<file path="config.mk">
export PLATFORM = sky130hd
export DESIGN_NAME = eir_phase
export DESIGN_NICKNAME = d
export VERILOG_FILES = /design/src/rtl/eir_pkg.sv /design/src/rtl/eir_phase.sv
export SDC_FILE = /design/constraint.sdc
export NUM_CORES = 2
export LEC_CHECK = 0
export ABC_AREA = 1
export BUFFER_PORTS_ARGS = -buffer_cell sky130_fd_sc_hd__buf_2
export CAP_MARGIN = 20
export CORE_UTILIZATION = 55
export DETAILED_ROUTE_END_ITERATION = 10
export PLACE_DENSITY = 0.81
export RECOVER_POWER = 50
export SETUP_SLACK_MARGIN = 0.4
export SLEW_MARGIN = 5
export SYNTH_ARGS = -nofsm -noshare
export SYNTH_HDL_FRONTEND = slang
export SYNTH_SLANG_ARGS = --single-unit
</file>
<file path="constraint.sdc">
create_clock -name clk_i -period 9.36 [get_ports clk_i]
set_clock_uncertainty 0.2 [all_clocks]
set_input_delay 1.404 -clock clk_i [delete_from_list [all_inputs] [get_ports clk_i]]
set_output_delay 1.404 -clock clk_i [all_outputs]
set_load 0.01 [all_outputs]
</file>
<file path="src/rtl/eir_pkg.sv">
// Package for the Earth rotation block: item types, fixed-point constants and elaboration helpers.
package eir_pkg;

  // Field widths of the transfer items.
  localparam int unsigned TIME_W = 40;
  localparam int unsigned POS_W  = 40;
  localparam int unsigned VEL_W  = 32;

  // Arithmetic formats.
  localparam int unsigned CORDIC_STEPS_DEFAULT = 24;
  localparam int unsigned TIME_FRAC_BITS       = 10;
  localparam int unsigned PHASE_BITS           = 44;
  localparam int unsigned RESID_W              = PHASE_BITS - 2;
  localparam int unsigned Q_BITS               = 60;
  localparam int unsigned ANGLE_SHIFT          = PHASE_BITS - 1;

  localparam logic [63:0] PI_Q60         = 64'h3243F6A8885A308D;
  localparam logic [63:0] EARTH_RATE_Q60 = PI_Q60 / 64'd43200;

  // One solar day is 675 * 2^7 seconds, so only the odd factor needs a divider.
  localparam int unsigned DAY_ODD   = 675;
  localparam int unsigned DAY_SHIFT = 7;
  localparam int unsigned DIV_BITS  = 10;

  localparam int unsigned LOW_BITS   = DAY_SHIFT + TIME_FRAC_BITS;
  localparam int unsigned HIGH_W     = TIME_W - LOW_BITS;
  localparam int unsigned FRAC_SHIFT = PHASE_BITS - LOW_BITS;

  // Reciprocals for exact floor division by DAY_ODD.
  localparam int unsigned K_H  = HIGH_W + DIV_BITS;
  localparam int unsigned MH_W = K_H - (DIV_BITS - 1);
  localparam int unsigned QH_W = HIGH_W - (DIV_BITS - 1);
  localparam logic [63:0] M_H  = ((64'd1 << K_H) + 64'(DAY_ODD) - 64'd1) / 64'(DAY_ODD);

  localparam int unsigned X_W  = DIV_BITS + LOW_BITS;
  localparam int unsigned K_1  = X_W + DIV_BITS;
  localparam int unsigned M1_W = K_1 - (DIV_BITS - 1);
  localparam logic [63:0] M_1  = ((64'd1 << K_1) + 64'(DAY_ODD) - 64'd1) / 64'(DAY_ODD);

  localparam int unsigned K_2  = FRAC_SHIFT + 2 * DIV_BITS;
  localparam int unsigned M2_W = K_2 - (DIV_BITS - 1);
  localparam logic [63:0] M_2  = ((64'd1 << K_2) + 64'(DAY_ODD) - 64'd1) / 64'(DAY_ODD);

  // Saturation limits.
  localparam logic signed [63:0] POS_MAX = (64'sd1 <<< (POS_W - 1)) - 64'sd1;
  localparam logic signed [63:0] POS_MIN = -POS_MAX - 64'sd1;
  localparam logic signed [63:0] VEL_MAX = (64'sd1 <<< (VEL_W - 1)) - 64'sd1;
  localparam logic signed [63:0] VEL_MIN = -VEL_MAX - 64'sd1;

  typedef struct packed {
    logic                     operation;
    logic [TIME_W-1:0]        time_ticks;
    logic signed [POS_W-1:0]  pos_x;
    logic signed [POS_W-1:0]  pos_y;
    logic signed [POS_W-1:0]  pos_z;
    logic signed [VEL_W-1:0]  vel_x;
    logic signed [VEL_W-1:0]  vel_y;
    logic signed [VEL_W-1:0]  vel_z;
  } in_item_t;

  typedef struct packed {
    logic signed [POS_W-1:0]  out_pos_x;
    logic signed [POS_W-1:0]  out_pos_y;
    logic signed [POS_W-1:0]  out_pos_z;
    logic signed [VEL_W-1:0]  out_vel_x;
    logic signed [VEL_W-1:0]  out_vel_y;
    logic signed [VEL_W-1:0]  out_vel_z;
  } res_item_t;

  // Phase unit to CORDIC: quadrant and residual angle in turns.
  typedef struct packed {
    logic                      valid;
    logic [1:0]                quad;
    logic signed [RESID_W-1:0] resid;
  } phase_out_t;

  // Arctangent of 2^-i in Q60 radians by its truncated series.
  function automatic logic signed [63:0] atan_q60(int unsigned i);
    logic signed [63:0] acc;
    logic [63:0]        t;
    int unsigned        k;
    acc = '0;
    for (k = 0; k < 32; k++) begin
      if (i * (2 * k + 1) <= Q_BITS) begin
        t = (64'd1 << (Q_BITS - i * (2 * k + 1))) / 64'(2 * k + 1);
        acc = k[0] ? acc - $signed(t) : acc + $signed(t);
      end
    end
    return acc;
  endfunction

  // 1/sqrt(1 + 2^-2i) in Q60 by its truncated binomial series.
  function automatic logic [63:0] inv_sqrt_q60(int unsigned i);
    logic [63:0] f;
    logic [63:0] t;
    logic        stop;
    int unsigned k;
    f = 64'd1 << Q_BITS;
    t = 64'd1 << Q_BITS;
    stop = 1'b0;
    for (k = 0; k < 64; k++) begin
      if (!stop) begin
        t = (2 * i < 64) ? (t >> (2 * i)) : 64'd0;
        t = t / 64'(2 * k + 2) * 64'(2 * k + 1);
        if (t == 64'd0) begin
          stop = 1'b1;
        end else if (k[0]) begin
          f = f + t;
        end else begin
          f = f - t;
        end
      end
    end
    return f;
  endfunction

  // Product of the per-step gains, each product rounded half up in Q60.
  function automatic logic [63:0] cordic_gain(int unsigned steps);
    logic [127:0] prod;
    logic [63:0]  g;
    int unsigned  i;
    g = 64'd1 << Q_BITS;
    for (i = 1; i <= steps; i++) begin
      prod = 128'(g) * 128'(inv_sqrt_q60(i)) + (128'd1 << (Q_BITS - 1));
      g = prod[Q_BITS+63:Q_BITS];
    end
    return g;
  endfunction

  function automatic logic signed [POS_W-1:0] sat_pos(logic signed [63:0] v);
    logic signed [63:0] r;
    r = (v > POS_MAX) ? POS_MAX : ((v < POS_MIN) ? POS_MIN : v);
    return r[POS_W-1:0];
  endfunction

  function automatic logic signed [VEL_W-1:0] sat_vel(logic signed [63:0] v);
    logic signed [63:0] r;
    r = (v > VEL_MAX) ? VEL_MAX : ((v < VEL_MIN) ? VEL_MIN : v);
    return r[VEL_W-1:0];
  endfunction

endpackage

</file>
<file path="src/rtl/eir_phase.sv">
// Six-stage phase unit: time to turn fraction, direction, quadrant and residual.
module eir_phase import eir_pkg::*; (
  input  logic              clk_i,
  input  logic              rst_ni,
  input  logic              valid_i,
  input  logic              op_i,
  input  logic [TIME_W-1:0] ticks_i,
  output phase_out_t        out_o
);

  localparam logic [PHASE_BITS-1:0] HALF_QUAD = PHASE_BITS'(1) << (PHASE_BITS - 3);

  logic [5:0] vld_q;
  logic [5:0] op_q;

  logic [HIGH_W-1:0]      hi_q;
  logic [LOW_BITS-1:0]    lo_q;
  logic [HIGH_W+MH_W-1:0] prod_h_q;
  logic [X_W-1:0]         x2_q, x3_q;
  logic [X_W+M1_W-1:0]    prod1_q;
  logic [LOW_BITS-1:0]    q1_q, q1b_q;
  logic [DIV_BITS-1:0]    r1_q;
  logic [DIV_BITS+M2_W-1:0] prod2_q;
  logic [1:0]             quad_q;
  logic signed [RESID_W-1:0] resid_q;

  logic [QH_W-1:0]       qh;
  logic [HIGH_W-1:0]     hrem_full;
  logic [LOW_BITS-1:0]   q1;
  logic [X_W-1:0]        r1_full;
  logic [PHASE_BITS-1:0] phase, p;

  // Quotient and remainder of the whole days, then the day fraction.
  assign qh        = prod_h_q[K_H +: QH_W];
  assign hrem_full = hi_q - HIGH_W'(HIGH_W'(qh) * HIGH_W'(DAY_ODD));
  assign q1        = prod1_q[K_1 +: LOW_BITS];
  assign r1_full   = x3_q - X_W'(X_W'(q1) * X_W'(DAY_ODD));
  assign phase     = {q1b_q, prod2_q[2*DIV_BITS +: FRAC_SHIFT]};
  // The reverse direction negates the phase; both add the eighth-turn offset.
  assign p         = op_q[4] ? (HALF_QUAD - phase) : (phase + HALF_QUAD);

  // Valid and direction travel with the data.
  always_ff @(posedge clk_i or negedge rst_ni) begin
    if (!rst_ni) begin
      vld_q <= '0;
    end else begin
      vld_q <= {vld_q[4:0], valid_i};
    end
  end

  always_ff @(posedge clk_i) begin
    op_q     <= {op_q[4:0], op_i};
    hi_q     <= ticks_i[TIME_W-1:LOW_BITS];
    lo_q     <= ticks_i[LOW_BITS-1:0];
    prod_h_q <= (HIGH_W+MH_W)'(ticks_i[TIME_W-1:LOW_BITS]) * (HIGH_W+MH_W)'(M_H[MH_W-1:0]);
    x2_q     <= {hrem_full[DIV_BITS-1:0], lo_q};
    x3_q     <= x2_q;
    prod1_q  <= (X_W+M1_W)'(x2_q) * (X_W+M1_W)'(M_1[M1_W-1:0]);
    q1_q     <= q1;
    r1_q     <= r1_full[DIV_BITS-1:0];
    q1b_q    <= q1_q;
    prod2_q  <= (DIV_BITS+M2_W)'(r1_q) * (DIV_BITS+M2_W)'(M_2[M2_W-1:0]);
    quad_q   <= p[PHASE_BITS-1:PHASE_BITS-2];
    resid_q  <= {~p[RESID_W-1], p[RESID_W-2:0]};
  end

  assign out_o.valid = vld_q[5];
  assign out_o.quad  = quad_q;
  assign out_o.resid = resid_q;

endmodule

</file>
# Yosys cells after proc, flatten, opt, wreduce, memory -nomap -nowiden
# Cells that the tools add are included.
[word_totals] mem_count=0 register_bits=310 latchBits=0 output_inout_bits=45 ram_bits=0 in_bits=44 mem_bits_ro=0 word_cells=25
[classes] mux=1 n_reduce_logical=0 order_cmp=0 mul=5 add_sub_neg=4 n_eq_ne=0 shifts=0 div=0 bitwise=1
[op_table] operator="multiplier 27 x 28 -> 54 bit (second input constant)" count=1
[op_table] operator="multiplier 10 x 38 -> 47 bit (second input constant)" count=1
[op_table] operator="multiplier 23 x 23 -> 46 bit (second input constant)" count=1
[op_table] operator="adder 44 x 42 -> 44 bit (second input constant)" count=1
[op_table] operator="two-way mux 44 bit" count=1
[op_table] operator="subtractor 42 x 44 -> 44 bit (first input constant)" count=1
[op_table] operator="subtractor 10 bit" count=2
[op_table] operator="multiplier 17 x 10 -> 10 bit (second input constant)" count=1
[op_table] operator="multiplier 14 x 10 -> 10 bit (second input constant)" count=1
[op_table] operator="NOT 1 bit" count=1

# Longest topological paths before layout
[logic_depth] ltp_word=3 ltp_mapped=26 ltp_nobuf=26

# Least setup slack after synthesis
# Ideal clock, no wire load.
[synth_timing] kind="in2reg" from="input ticks_i[28]" to="register prod_h_q[37]" required_ps=9047 t_arrival_ps=5834 path_buffers=0 stages=19 setup_ps=113 slack_ps=3213 cell_sequence="fa_1 ha_1 inv_1 fa_1 inv_1 fa_1 fa_1 fa_1 inv_1 fa_1 inv_1 ha_1 nand2_1 nor2_1 inv_1 nor4_2 nand3_1 nand4_1 nand2_1"
[synth_between] elab_chain_cells=1
[synth_rtl] element="from (decl)" line="eir_phase.sv:7" source="input logic [TIME_W-1:0] ticks_i,"
[synth_rtl] element="multiplier 23 x 23 -> 46 bit" line="eir_phase.sv:55" source="prod_h_q <= (HIGH_W+MH_W)'(ticks_i[TIME_W-1:LOW_BITS]) * (HIGH_W+MH_W)'(M_H[MH_W-1:0]);"
[synth_rtl] element="to (signal assigned)" line="eir_phase.sv:55"
[synth_rtl] element="to (decl)" line="eir_phase.sv:18" source="logic [HIGH_W+MH_W-1:0] prod_h_q;"
# Every way passes these cells.

# Final worst setup path
[layout_timing] from="register x2_q[7]" to="register prod1_q[37]"
[layout_between] elab_chain_cells=1
[layout_rtl] element="from (decl)" line="eir_phase.sv:19" source="logic [X_W-1:0] x2_q, x3_q;"
[layout_rtl] element="from (signal assigned)" line="eir_phase.sv:56" source="x2_q <= {hrem_full[DIV_BITS-1:0], lo_q};"
[layout_rtl] element="multiplier 27 x 28 -> 54 bit" line="eir_phase.sv:58" source="prod1_q <= (X_W+M1_W)'(x2_q) * (X_W+M1_W)'(M_1[M1_W-1:0]);"
[layout_rtl] element="to (signal assigned)" line="eir_phase.sv:58"
[layout_rtl] element="to (decl)" line="eir_phase.sv:20" source="logic [X_W+M1_W-1:0] prod1_q;"
# Every way passes these cells.

==> results.yml <==
min_path:
  hp-class: "flop to flop"
placed_design:
  place_ws_ns: 2.61
  dp.cells: 4980
  numPortBuffers: 88
  routabilityCongestion: 1.01
  hpwl_um: 83900
global_routing:
  grt_pass1_wl_um: 153000
  grt_pass1_vias: 28327
  antenna_found_initial: 1
  grt_overflow: 0
  grt_max_degree: 39
  gr-usage-all-layers_pct: 31.3
status:
  violations: "max-capacitance violations, max-slew violations"
  status: "finished with violations"
worst_setup_path:
  critPathArrivalTime_ns: 6.97
  start_kind: "flop"
  required_ns: 9.63
  endpoint_kind: "flop"
  crit_type: "flop to flop"
  worst-path-max-fanout: 10
timing:
  setup_tns_ns: 0
  min_period_ns: 6.70
  rsz0062_at_grt: "false"
  drv_slew: 39
  finalCritPeriodShare_pct: 71.6
  hold_viol: 0
  max_freq_ghz: 0.149
  setup_violations: 0
  worst_pin_slew_ns: 1.63
  maxSlewHeadroom_pct: -8.45
  fin_ws_ns: 2.66
synthesis:
  synth.ff_latch_count: 217
  synth_area_sq_um: 34100
  synth_edf_count: 0
  ys_async_sr_fraction_pct: 2.76
  ys_seq_area_share_pct: 12.8
  synth_nets: 5321
  syn-instance-count: 4115
  ys.warnings.count: 0
  yosys_most_used_dff: "dfxtp_1"
  synth_cell_type_count: 46
  synth_area_per_cell_sq_um: 8.29
die:
  die_h_um: 251
  fp.coreArea_sq_um: 60800
  io_pins: 89
  num_rows: 90
  dieArea_sq_um: 63100
  initial_utilization_pct: 56.1
  dieWidth_um: 251
clock_tree:
  clockBufferDepth: 3
  root_buffer: "clkbuf_16"
  clkSinkCount: 217
  clk_pin_slew_ns: 0.07
  numCtsBuffers: 26
  clk_latency_ns: 0.59
  post-cts-setup-buffers: 0
  htree_levels: 1
  cts_hold_buffers: 0
  cts_resized: 0
  cts_tree: "yes"
detailed_routing:
  dr.pass1.iters: 6
  wirelength_um: 96800
  postRouteAntennaNets: 0
  num_vias: 27330
  avgRoutedWirePerCell_um: 19.2
  viasPerCell: 5.44
  drcViolationCount: 0
  drt_iter0_drc: 1923
finish:
  utilization_pct: 59.8
  insertedDiodeCount: 0
  final_cell_mix: "inv_1, ha_1, nand2_1"
  fin_cells: 5028
  area_growth_pct: 6.62
  final_common_cell: "inv_1"
  drive_above_1_share_pct: 4.52
  nets: 5432
run:
  maxCapViolCount: 1
## cells in the mapped netlist (10+ instances only)
| library cell | instances | area (sq um) |
|---|---|---|
| nand2_1 | 656 | 2460 |
| nand2_2 | 11 | 68.8 |
| nor2_2 | 17 | 106 |
| nor3_1 | 37 | 185 |
| fa_1 | 422 | 8450 |
| a21oi_1 | 181 | 906 |
| o21bai_1 | 20 | 150 |
| a21o_1 | 22 | 165 |
| nand4_1 | 55 | 344 |
| xor2_1 | 60 | 526 |
| xnor2_1 | 31 | 272 |
| nand3_1 | 116 | 581 |
| o21ai_0 | 98 | 490 |
| ha_1 | 740 | 9260 |
| dfxtp_1 | 211 | 4220 |
| inv_1 | 1077 | 4040 |
| nor2_1 | 262 | 983 |
| nor3_2 | 10 | 100 |
## metrics by stage
stage / cell area [sq um] / hold slack, ns
CTS: 36400 / 0.119
global route: 36400 / 0.121
floorplan: 34100 / 0.110
finish: 36400 / 0.120
detailed placement: 35500 / 0.112
global placement: 35500 / 0.110
## cell families (layout without fill, tap and decap cells)
family,count (synthesis),in the layout,share of synthesized area (%)
AOI/OAI and AO/OA,353,353,5.71
xor gates and xnor gates,91,91,2.34
adders and majority gates,1162,1162,51.9
buffers and inverters,1088,1219,12.0
DFF,217,217,12.8
and+or+nand+nor,1204,1204,15.3
## critical path, cell delays in order (launching register included)
cell	delay [ns]
dfxtp_1	0.31
clkbuf_1	0.71
inv_1	0.28
ha_1	0.42
inv_1	0.10
fa_1	0.47
ha_1	0.29
inv_1	0.06
fa_1	0.52
inv_1	0.06
fa_1	0.48
inv_1	0.06
fa_1	0.54
inv_1	0.06
fa_1	0.47
ha_1	0.33
a21oi_1	0.09
o21ai_0	0.38
nand2_1	0.17
nand2_1	0.09
nand2_1	0.05
nand2_1	0.08
a21oi_1	0.07
xnor2_1	0.28
## state kept, by name, indices dropped and copies added, names as in the netlist
signal and count:
resid_q 42, prod2_q 27, x2_q 27, prod1_q 21, lo_q 17, q1_q 17
q1b_q 17, hi_q 10, prod_h_q 10, r1_q 10, vld_q 6, x3_q 6
op_q 5, quad_q 2
## layout make-up
class | instances | area [sq um]
multi-input cells | 2810 | 25700
fillers | 5307 | 24400
flip-flops and latches | 217 | 4370
inverters | 1081 | 4060
well taps | 782 | 978
clock buffers | 27 | 676
repair buffers | 90 | 434
clock inverters | 21 | 213
## worst paths after layout
| path | end | depth (start not counted) | from | slack, ns |
|---|---|---|---|---|
| min in group asynchronous | vld_q[4] | 1 | rst_ni | 0.49 |
| max | prod1_q[37] | 23 | x2_q[7] | 2.66 |
| max reg2reg | prod1_q[37] | 23 | x2_q[7] | 2.66 |
| min | x2_q[4] | 0 | lo_q[4] | 0.12 |
| max in group asynchronous | vld_q[2] | 1 | rst_ni | 8.23 |
| min reg2reg | x2_q[4] | 0 | lo_q[4] | 0.12 |
## metal layers
layer	track usage, %	vias up	share of wire (%)	wire length (um)
li1	-	12983	-	-
met1	42.1	13047	43	41900
met2	51.1	1061	45	43800
met3	5.02	239	7.6	7350
met4	10.9	0	3.8	3730
met5	0	-	0	0
Power is left out: the tool's default activity adds up to more than one toggle a clock period on the data nets, which glitch-free logic cannot reach.
